--- src/hw/rtl/ght_pkg.sv ---
// shared types and constants of the generational handle table
package ght_pkg;

  localparam logic [1:0] MODE_INSTALL = 2'd0;
  localparam logic [1:0] MODE_LOOKUP  = 2'd1;
  localparam logic [1:0] MODE_CLOSE   = 2'd2;

  localparam logic [1:0] ST_OK      = 2'd0;
  localparam logic [1:0] ST_INVALID = 2'd1;
  localparam logic [1:0] ST_FULL    = 2'd2;

  localparam logic [15:0] NO_OBJECT = 16'hFFFF;

  // control from the sequencer to the slot store
  typedef struct packed {
    logic rd_en;
    logic wr_en;
    logic wr_active;
  } store_ctl_t;

endpackage

--- src/hw/rtl/ght_slot_store.sv ---
// slot store: entry memory with written bits, and the active flags
module ght_slot_store #(
  parameter int SLOT_COUNT = 32,
  parameter int GEN_BITS   = 27,
  parameter int ADDR_W     = 5
) (
  input  logic                  clk,
  input  logic                  rst_n,
  input  ght_pkg::store_ctl_t   ctl,
  input  logic [ADDR_W-1:0]     addr,
  input  logic [GEN_BITS-1:0]   wr_gen,
  input  logic                  wr_type,
  input  logic [15:0]           wr_obj,
  input  logic                  wr_side,
  output logic [GEN_BITS-1:0]   rd_gen,
  output logic                  rd_type,
  output logic [15:0]           rd_obj,
  output logic                  rd_side,
  output logic [SLOT_COUNT-1:0] active
);

  localparam int ENTRY_W = GEN_BITS + 18;

  logic [ENTRY_W-1:0]    mem_r [SLOT_COUNT];
  logic [ENTRY_W-1:0]    rd_data_r;
  logic                  rd_written_r;
  logic [SLOT_COUNT-1:0] written_r;
  logic [SLOT_COUNT-1:0] active_r;

  always_ff @(posedge clk) begin
    if (ctl.wr_en) begin
      mem_r[addr] <= {wr_gen, wr_type, wr_obj, wr_side};
    end
    if (ctl.rd_en) begin
      rd_data_r <= mem_r[addr];
    end
  end

  always_ff @(posedge clk) begin
    if (!rst_n) begin
      written_r    <= '0;
      active_r     <= '0;
      rd_written_r <= 1'b0;
    end else begin
      if (ctl.wr_en) begin
        written_r[addr] <= 1'b1;
        active_r[addr]  <= ctl.wr_active;
      end
      if (ctl.rd_en) begin
        rd_written_r <= written_r[addr];
      end
    end
  end

  // a never written entry reads as generation 1, type 0, NO_OBJECT and side 0
  always_comb begin
    if (rd_written_r) begin
      rd_gen  = rd_data_r[ENTRY_W-1 -: GEN_BITS];
      rd_type = rd_data_r[17];
      rd_obj  = rd_data_r[16:1];
      rd_side = rd_data_r[0];
    end else begin
      rd_gen  = GEN_BITS'(1);
      rd_type = 1'b0;
      rd_obj  = ght_pkg::NO_OBJECT;
      rd_side = 1'b0;
    end
  end

  assign active = active_r;

endmodule

--- src/hw/rtl/generational_handle_table_unit.sv ---
// sequence: lookup and close pass through the read, check and finish states from accept to
// result; a malformed handle or the unused mode goes straight to finish; install first
// scans for a free slot, then reads, checks and finishes; a full table finishes from the scan
// one transaction at a time; the next input can be taken once the result sits in the output
// register, also while that result is stalled; a stalled result holds off the next result
// reset clears all active flags and marks every entry unwritten; no clearing pass
module generational_handle_table_unit #(
  parameter int SLOT_COUNT      = 32,
  parameter int SLOT_FIELD_BITS = 5
) (
  input  logic        clk,
  input  logic        rst_n,
  input  logic        in_tvalid,
  output logic        in_tready,
  input  logic [55:0] in_tdata,   // handle[31:0], object_type[32], obj_index[48:33], side[49]
  input  logic [1:0]  in_tuser,   // mode[1:0]
  output logic        out_tvalid,
  input  logic        out_tready,
  output logic [55:0] out_tdata,  // new_handle[31:0], found_index[47:32], found_side[48], found_type[49]
  output logic [1:0]  out_tuser   // status[1:0]
);

  localparam int GEN_BITS = 32 - SLOT_FIELD_BITS;
  localparam int USABLE   = (SLOT_COUNT < (1 << SLOT_FIELD_BITS)) ? SLOT_COUNT
                                                                  : (1 << SLOT_FIELD_BITS);
  localparam int SLOT_AW  = (SLOT_COUNT > 1) ? $clog2(SLOT_COUNT) : 1;
  localparam int SCAN_W   = $clog2(USABLE + 1);
  localparam logic [31:0] SLOT_MASK = (32'd1 << SLOT_FIELD_BITS) - 32'd1;
  localparam logic [GEN_BITS-1:0] GEN_MAX = {GEN_BITS{1'b1}};

  localparam logic [2:0] S_IDLE  = 3'd0;
  localparam logic [2:0] S_SCAN  = 3'd1;
  localparam logic [2:0] S_READ  = 3'd2;
  localparam logic [2:0] S_CHECK = 3'd3;
  localparam logic [2:0] S_FIN   = 3'd4;

  logic [2:0]          state_r, state_nxt;
  logic [1:0]          mode_r, mode_nxt;
  logic [GEN_BITS-1:0] hgen_r, hgen_nxt;
  logic [SLOT_AW-1:0]  slot_r, slot_nxt;
  logic [SCAN_W-1:0]   scan_r, scan_nxt;
  logic                otype_r, otype_nxt;
  logic [15:0]         oindex_r, oindex_nxt;
  logic                oside_r, oside_nxt;

  logic [1:0]          res_status_r, res_status_nxt;
  logic [31:0]         res_handle_r, res_handle_nxt;
  logic [15:0]         res_index_r, res_index_nxt;
  logic                res_side_r, res_side_nxt;
  logic                res_type_r, res_type_nxt;

  logic                out_valid_r, out_valid_nxt;
  logic [55:0]         out_data_r, out_data_nxt;
  logic [1:0]          out_user_r, out_user_nxt;

  ght_pkg::store_ctl_t ctl;
  logic [GEN_BITS-1:0] wr_gen;
  logic                wr_type;
  logic [15:0]         wr_obj;
  logic                wr_side;
  logic [GEN_BITS-1:0] rd_gen;
  logic                rd_type;
  logic [15:0]         rd_obj;
  logic                rd_side;
  logic [SLOT_COUNT-1:0] active;

  logic [31:0]         hslot_w;
  logic [GEN_BITS-1:0] hgen_w;
  logic                form_ok;
  logic [GEN_BITS-1:0] gen_use;
  logic [GEN_BITS-1:0] gen_adv;
  logic                in_acc;

  assign in_acc  = in_tvalid && in_tready;
  assign hslot_w = in_tdata[31:0] & SLOT_MASK;
  assign hgen_w  = in_tdata[31:SLOT_FIELD_BITS];
  assign form_ok = (hgen_w != '0) && (hslot_w < 32'(USABLE));
  assign gen_use = (rd_gen == '0) ? GEN_BITS'(1) : rd_gen;
  assign gen_adv = ((rd_gen == '0) || (rd_gen == GEN_MAX)) ? GEN_BITS'(1)
                                                           : rd_gen + GEN_BITS'(1);

  ght_slot_store #(
    .SLOT_COUNT (SLOT_COUNT),
    .GEN_BITS   (GEN_BITS),
    .ADDR_W     (SLOT_AW)
  ) u_store (
    .clk     (clk),
    .rst_n   (rst_n),
    .ctl     (ctl),
    .addr    (slot_r),
    .wr_gen  (wr_gen),
    .wr_type (wr_type),
    .wr_obj  (wr_obj),
    .wr_side (wr_side),
    .rd_gen  (rd_gen),
    .rd_type (rd_type),
    .rd_obj  (rd_obj),
    .rd_side (rd_side),
    .active  (active)
  );

  always_comb begin
    state_nxt      = state_r;
    mode_nxt       = mode_r;
    hgen_nxt       = hgen_r;
    slot_nxt       = slot_r;
    scan_nxt       = scan_r;
    otype_nxt      = otype_r;
    oindex_nxt     = oindex_r;
    oside_nxt      = oside_r;
    res_status_nxt = res_status_r;
    res_handle_nxt = res_handle_r;
    res_index_nxt  = res_index_r;
    res_side_nxt   = res_side_r;
    res_type_nxt   = res_type_r;
    out_valid_nxt  = out_valid_r && !out_tready;
    out_data_nxt   = out_data_r;
    out_user_nxt   = out_user_r;
    ctl            = '0;
    wr_gen         = gen_use;
    wr_type        = otype_r;
    wr_obj         = oindex_r;
    wr_side        = oside_r;

    case (state_r)
      S_IDLE: begin
        if (in_acc) begin
          mode_nxt       = in_tuser;
          hgen_nxt       = hgen_w;
          slot_nxt       = hslot_w[SLOT_AW-1:0];
          scan_nxt       = '0;
          otype_nxt      = in_tdata[32];
          oindex_nxt     = in_tdata[48:33];
          oside_nxt      = in_tdata[49];
          res_status_nxt = ght_pkg::ST_INVALID;
          res_handle_nxt = '0;
          res_index_nxt  = '0;
          res_side_nxt   = 1'b0;
          res_type_nxt   = 1'b0;
          if (in_tuser == ght_pkg::MODE_INSTALL) begin
            state_nxt = S_SCAN;
          end else if ((in_tuser == ght_pkg::MODE_LOOKUP ||
                        in_tuser == ght_pkg::MODE_CLOSE) && form_ok) begin
            state_nxt = S_READ;
          end else begin
            state_nxt = S_FIN;
          end
        end
      end
      S_SCAN: begin
        // one slot flag per cycle, lowest first
        if (scan_r == SCAN_W'(USABLE)) begin
          res_status_nxt = ght_pkg::ST_FULL;
          state_nxt      = S_FIN;
        end else if (!active[SLOT_AW'(scan_r)]) begin
          slot_nxt  = SLOT_AW'(scan_r);
          state_nxt = S_READ;
        end else begin
          scan_nxt = scan_r + SCAN_W'(1);
        end
      end
      S_READ: begin
        ctl.rd_en = 1'b1;
        state_nxt = S_CHECK;
      end
      S_CHECK: begin
        state_nxt = S_FIN;
        if (mode_r == ght_pkg::MODE_INSTALL) begin
          ctl.wr_en      = 1'b1;
          ctl.wr_active  = 1'b1;
          res_status_nxt = ght_pkg::ST_OK;
          res_handle_nxt = {gen_use, SLOT_FIELD_BITS'(slot_r)};
        end else if (active[slot_r] && rd_gen == hgen_r &&
                     (mode_r == ght_pkg::MODE_CLOSE || rd_type == otype_r)) begin
          res_status_nxt = ght_pkg::ST_OK;
          res_index_nxt  = rd_obj;
          res_side_nxt   = rd_side;
          res_type_nxt   = rd_type;
          if (mode_r == ght_pkg::MODE_CLOSE) begin
            ctl.wr_en     = 1'b1;
            ctl.wr_active = 1'b0;
            wr_gen        = gen_adv;
            wr_type       = 1'b0;
            wr_obj        = ght_pkg::NO_OBJECT;
            wr_side       = 1'b0;
          end
        end
      end
      S_FIN: begin
        if (!out_valid_r || out_tready) begin
          out_valid_nxt = 1'b1;
          out_data_nxt  = {6'b0, res_type_r, res_side_r, res_index_r, res_handle_r};
          out_user_nxt  = res_status_r;
          state_nxt     = S_IDLE;
        end
      end
      default: begin
        state_nxt = S_IDLE;
      end
    endcase
  end

  always_ff @(posedge clk) begin
    if (!rst_n) begin
      state_r     <= S_IDLE;
      out_valid_r <= 1'b0;
    end else begin
      state_r     <= state_nxt;
      out_valid_r <= out_valid_nxt;
    end
  end

  always_ff @(posedge clk) begin
    mode_r       <= mode_nxt;
    hgen_r       <= hgen_nxt;
    slot_r       <= slot_nxt;
    scan_r       <= scan_nxt;
    otype_r      <= otype_nxt;
    oindex_r     <= oindex_nxt;
    oside_r      <= oside_nxt;
    res_status_r <= res_status_nxt;
    res_handle_r <= res_handle_nxt;
    res_index_r  <= res_index_nxt;
    res_side_r   <= res_side_nxt;
    res_type_r   <= res_type_nxt;
    out_data_r   <= out_data_nxt;
    out_user_r   <= out_user_nxt;
  end

  assign in_tready  = (state_r == S_IDLE);
  assign out_tvalid = out_valid_r;
  assign out_tdata  = out_data_r;
  assign out_tuser  = out_user_r;

endmodule

--- config.mk ---
export PLATFORM = sky130hd
export DESIGN_NAME = generational_handle_table_unit
export DESIGN_NICKNAME = d
export VERILOG_FILES = /design/src/hw/rtl/ght_pkg.sv /design/src/hw/rtl/ght_slot_store.sv /design/src/hw/rtl/generational_handle_table_unit.sv
export SDC_FILE = /design/constraint.sdc
export NUM_CORES = 2
export LEC_CHECK = 0
export ABC_AREA = 1
export BUFFER_PORTS_ARGS = -buffer_cell sky130_fd_sc_hd__buf_2
export CAP_MARGIN = 20
export CORE_MARGIN = 4
export CORE_UTILIZATION = 29
export DETAILED_ROUTE_END_ITERATION = 6
export PLACE_DENSITY = 0.55
export RECOVER_POWER = 50
export REMOVE_ABC_BUFFERS = 1
export SLEW_MARGIN = 15
export SYNTH_ARGS = -nofsm -noshare
export SYNTH_HDL_FRONTEND = slang
export SYNTH_SLANG_ARGS = --single-unit
--- constraint.sdc ---
create_clock -name clk -period 9.7 [get_ports clk]
set_input_delay 0 -clock clk [delete_from_list [all_inputs] [get_ports clk]]
set_output_delay 0 -clock clk [all_outputs]
set_load 0.02 [all_outputs]
# == After elaboration in Yosys (flattened, before gate mapping) ==
# Memory sizes are Yosys's and may differ from the RTL's. A register that Yosys moved wholly into a read port is not among the register bits.
# Index checks and enable logic that the tools add are counted.
# word_totals
output_inout_bits,60
mem_count,1
mem_bits_rw,1440
reg_bits,231
in_bits,62
word_cells,152
# classes
n_reduce_logical,29
add_sub_neg,2
n_bitwise,1
magnitude_cmp,4
eq_ne,22
muxes,74
# memory_table
name,words,width,read_ports,rd_clocked_by_memory_dff,write_ports,line,text
u_store.mem_r,32,45,1,1,1,ght_slot_store.sv:24,logic [ENTRY_W-1:0] mem_r [SLOT_COUNT];
# op_table
op,n
$mux 27,7
$mux 16,8
$mux 32,2
$pmux 32 s2,1
$bwmux 32,1
$or 32x32->32,1
$pmux 16 s2,1
$add 27x1->27 const B,1
$eq 27x27->1,1
$eq 27x27->1 const B,1
$logic_not 27->1,1
$reduce_bool 27->1,1
$mux 1,24
$lt 5x6->1 const B,3
$mux 3,6
$mux 6,3
$mux 2,8
$ne 2x2->1 const B,8
$reduce_and 4->1,4
$bmux 1 s5,3
$mux 5,3
$pmux 3 s5,1
$pmux 6 s2,1
$pmux 5 s2,1
other kinds (23),41

# == Depth between registers and ports, before layout ==
# logic_depth
ltp_word,9
ltp_mapped,18
ltp_nobuf,16

# == Modules after synthesis ==
# A second synthesis with hierarchy kept.
# hier_totals
cells_unflattened,4992
hier_area_um2,66764.0
# by_module_without_submodules
module,cells_per_inst,area_per_inst_um2,seq_area_each_um2,n_inst
ght_slot_store,3935,57905.5,45894.0,1
generational_handle_table_unit,1057,8858.5,4944.7,1

# == Worst setup path after synthesis ==
# Ideal clock, no wire load.
# synth_path
kind,flip-flop to flip-flop
start,register slot_r[0]
end,"memory u_store.mem_r[2][0] in the netlist's numbering, enable pin"
n_path_buf,5
synth_period_minus_slack_ns,4.111
setup_slack_ns,5.589
setup_ns,0.447
required_time_ns,9.253
arrival_ns,3.664
stages_incl_launch_ff,11
cell_sequence,edfxtp_1 -> buf_4 -> inv_2 -> buf_2 -> nand2_1 -> inv_2 -> buf_2 -> buf_2 -> buf_1 -> nand2_1 -> nor2_1
# synth_between
elab_chain_len,9
# synth_rtl
item,line,text
from (decl),generational_handle_table_unit.sv:40,"logic [SLOT_AW-1:0] slot_r, slot_nxt;"
from (signal assigned),generational_handle_table_unit.sv:216,slot_r <= slot_nxt;
$bmux 1 s5,generational_handle_table_unit.sv:173,end else if (active[slot_r] && rd_gen == hgen_r &&
$mux 1 (implied by the code),generational_handle_table_unit.sv:173,
$logic_and 1x1->1 (2 in a row),generational_handle_table_unit.sv:173,
$mux 2,generational_handle_table_unit.sv:173,
$mux 2,generational_handle_table_unit.sv:168,if (mode_r == ght_pkg::MODE_INSTALL) begin
$mux 2,generational_handle_table_unit.sv:125,case (state_r)
$mux 1,ght_slot_store.sv:31,if (ctl.wr_en) begin
$mux 1 (implied by the code),ght_slot_store.sv:32,"mem_r[addr] <= {wr_gen, wr_type, wr_obj, wr_side};"
to (decl),ght_slot_store.sv:24,
# Parallel ways exist; a longest one is shown, timed or not. The select of a mux whose other input is x is not followed.

==> results.py <==
metrics = {
    "drt": {
        "drc": 0,
        "detail-route-antenna-nets": 0,
        "vias_per_cell": 5.184,
        "routedWlPerCell_um": 25.83,
        "drt_wl_total_mm": 200.7,
        "drt_pass1_iterations": 6,
        "vias": 40280,
        "initialDrtViolationCount": 5071,
    },
    "synthesis": {
        "ys_types": 44,
        "syn_area_per_cell_um2": 14.76,
        "synthSimpleGateAreaFrac_pct": 6.991,
        "synthAdderAreaFrac_pct": 0.07657,
        "syn_inst": 4427,
        "syn-cell-area_um2": 65360,
        "synth_edf_count": 1647,
        "synth_top_family_by_area": "compound AO/OA/AOI/OAI gates",
        "synthXorXnorAreaFrac_pct": 0.2010,
        "synth_async_sr_flop_share_pct": 0,
        "synthMuxAreaShare_pct": 0,
        "synth_flop_cell": "edfxtp_1",
        "ys_ff_latch": 1716,
        "synth_compound_area_share_pct": 11.97,
        "ys_seq_area_share_pct": 77.78,
        "ys_warn_count": 0,
    },
    "pwr": {
        "power.share.combinational_pct": 15.9,
        "seq_power_share_pct": 48.5,
        "total_power_mw": 17.99,
        "p_leak_nw": 24.23,
        "switching_share_pct": 28.32,
        "p_int_mw": 12.89,
        "powerDensity_nw_per_um2": 237.6,
        "p_clk_share_pct": 35.6,
        "vdd_ir_drop_max_mv": 0.1787,
        "netSwitchingPower_mw": 5.094,
    },
    "clock_network": {
        "post_cts_resized": 0,
        "clk_latency_ns": 0.81,
        "clock-sinks": 1716,
        "tritoncts": "done",
        "clkTransAtPathRegs_ns": 0.06,
        "cts_buffer_depth": 3,
        "cts_max_level": 4,
        "cts_root_buffer": "clkbuf_16",
        "cts_buffers": 170,
    },
    "worst_setup_path": {
        "r2r_setup_slack_ns": 2.35,
        "r2r_start": "slot_r[0]",
        "setup.worst_path.end_class": "flop",
        "critical_path_class": "reg2reg",
        "crit_path_start_kind": "flop",
        "r2r-end": "u_store.rd_data_r[21]",
        "crit_path_end": "u_store.rd_data_r[21]",
        "arrival_ns": 7.97,
        "cp_max_fo": 145,
        "r2r_cells": 9,
        "crit_required_ns": 10.32,
        "setup.worst_path.start": "slot_r[0]",
    },
    "final_layout": {
        "final_layout_size_suffix_gt1_share_pct": 9.338,
        "layout_commonest_cell": "edfxtp_1",
        "final_area_um2": 75680,
        "final_cell_mix": "1647 x edfxtp_1, 727 x a22oi_1, 481 x nand2_1, 395 x a21oi_1, 206 x nor2_1",
        "finish.utilization_pct": 33.72,
        "syn2layout_area_growth_pct": 15.79,
        "nNetsFinal": 4712,
        "nFillCells": 21559,
    },
    "timing": {
        "tightestPinTransition_ns": 4.178,
        "period_share_pct": 75.77,
        "fmax_mhz": 136.1,
        "drv_slew": 1082,
        "grt_setup_unrepaired": "false",
        "worst_slack_ns": 2.350,
        "maxSlewHeadroom_pct": -178.5,
        "hold_ws_ns": 0.06173,
        "finalClockSkew_ns": 0.04401,
        "timing_hold_violations_final": 0,
        "setup_viol": 0,
        "fin_crit_ns": 7.350,
    },
    "place": {
        "placed_cell_area_um2": 69560,
        "hpwl_mm": 104.1,
        "preCtsSetupSlack_ns": 4.253,
        "portBuffers": 109,
        "place.gp.congestion": 0.8798,
    },
    "global_route": {
        "antenna_found_initial": 11,
        "grt_pass1_wl_mm": 283.7,
        "grt_max_degree": 146,
        "groute.usage.overall_pct": 16.69,
        "first_global_vias": 38281,
        "overflow": 0,
    },
    "floorplan": {
        "ios": 122,
        "die_x_um": 482.8,
        "start_util_pct": 29.12,
        "core_um2": 224500,
        "die_area_um2": 233100,
        "die-height_um": 482.8,
        "rows": 174,
    },
    "status": {
        "status": "finished, violations left",
        "violations": "capacitance limit, slew limit",
    },
    "hold_path": {
        "hold_class": "in2reg",
    },
    "job": {
        "cap_viol_max_count": 26,
    },
}
[state kept, by name, summed over array words and instances, names as in the netlist, 3 cells and up]
register,flops
oindex_r,16
u_store.written_r,32
res_index_r,16
u_store.active,32
scan_r,6
out_tdata,50
u_store.rd_data_r,45
hgen_r,27
slot_r,5
state_r,3
res_handle_r,32
u_store.mem_r,1440
[metrics by stage]
step	cells	TNS, ns
finish	7770	0
global route	7768	0
CTS	7767	0
detailed placement	7363	0
global placement	7359	0
floorplan	4171	-4237.36
[cells by family after synthesis]
group,count (synthesis)
fa+ha+maj,4
flops,1716
buf+inv,484
other cells,1
simple gates,1017
compound gates,1190
xor+xnor,15
[repair_timing]
item                       in CTS  in global routing
hold endpoints to repair      101                  0
hold buffers                  102                  0
setup endpoints to repair       0                  0
buffers inserted                0                  0
[worst min path at each step]
stage                             from           end  slack (ns)  depth (start not counted)
after floorplan                  rst_n    state_r[0]         0.1                          2
after global placement    in_tdata[38]   oindex_r[5]        0.18                          1
after detailed placement  in_tdata[47]  oindex_r[14]        0.18                          1
after CTS                  in_tdata[0]     slot_r[0]       0.009                          4
after global routing       in_tdata[0]     slot_r[0]        0.06                          4
final                      in_tdata[0]     slot_r[0]        0.06                          4
[cells in the mapped netlist (9+ instances only)]
cell      number  area (um2)
inv_2          9       33.78
xor2_1        11       96.34
nor2_1       206       773.2
nand3_1      109       545.5
o21ai_0       42       210.2
nand4_1       43       269.0
edfxtp_1    1647       49460
nand2_1      481        1805
buf_4         10       75.07
nor3_1        22       110.1
buf_1         26       97.59
nand3_2       10       100.1
nor4_1        63       394.1
a21oi_1      397        1987
dfxtp_1       69        1381
or2_2         39       244.0
nand2_2       20       125.1
buf_2         48       240.2
o22ai_1       11       68.82
inv_1        206       773.2
a22oi_1      727        5458
clkbuf_1     172       645.6
[routing by layer]
layer  global-route usage [%]  share of wire (%)
met5                        0                  0
met1                    24.56                 44
met3                    2.812                8.1
met4                    4.406                2.3
met2                    25.55                 45
[cell type report]
type / instances / area [um2] / area share, %
Inverter: 223 / 898.4 / 1.187
Sequential cell: 1716 / 50840 / 67.18
Clock inverter: 89 / 854.6 / 1.129
Clock buffer: 213 / 4458 / 5.890
Multi-Input combinational cell: 2232 / 12720 / 16.81
Antenna cell: 2 / 5.005 / 0.006613
Tap cell: 2992 / 3744 / 4.946
Timing Repair Buffer: 303 / 2162 / 2.857
[power by group through the flow]
| stage | clock network, mW | registers, mW | logic, mW |
|---|---|---|---|
| floorplan | 0 | 8.87 | 1.82 |
| global placement | 0 | 8.87 | 2.80 |
| detailed placement | 0 | 8.86 | 2.83 |
| CTS | 6.50 | 8.71 | 2.87 |
| global route | 6.82 | 8.75 | 3.07 |
| finish | 6.39 | 8.73 | 2.86 |
[critical path, cell delays in order (launching register included)]
cell	delay, ns
edfxtp_1	0.84
nand2_1	0.57
inv_8	0.59
buf_4	0.85
clkbuf_2	2.84
a22oi_1	0.47
a21oi_1	0.27
or2_2	0.12
inv_1	0.07
nand4_1	0.20
(Power assumes the default switching activity.)
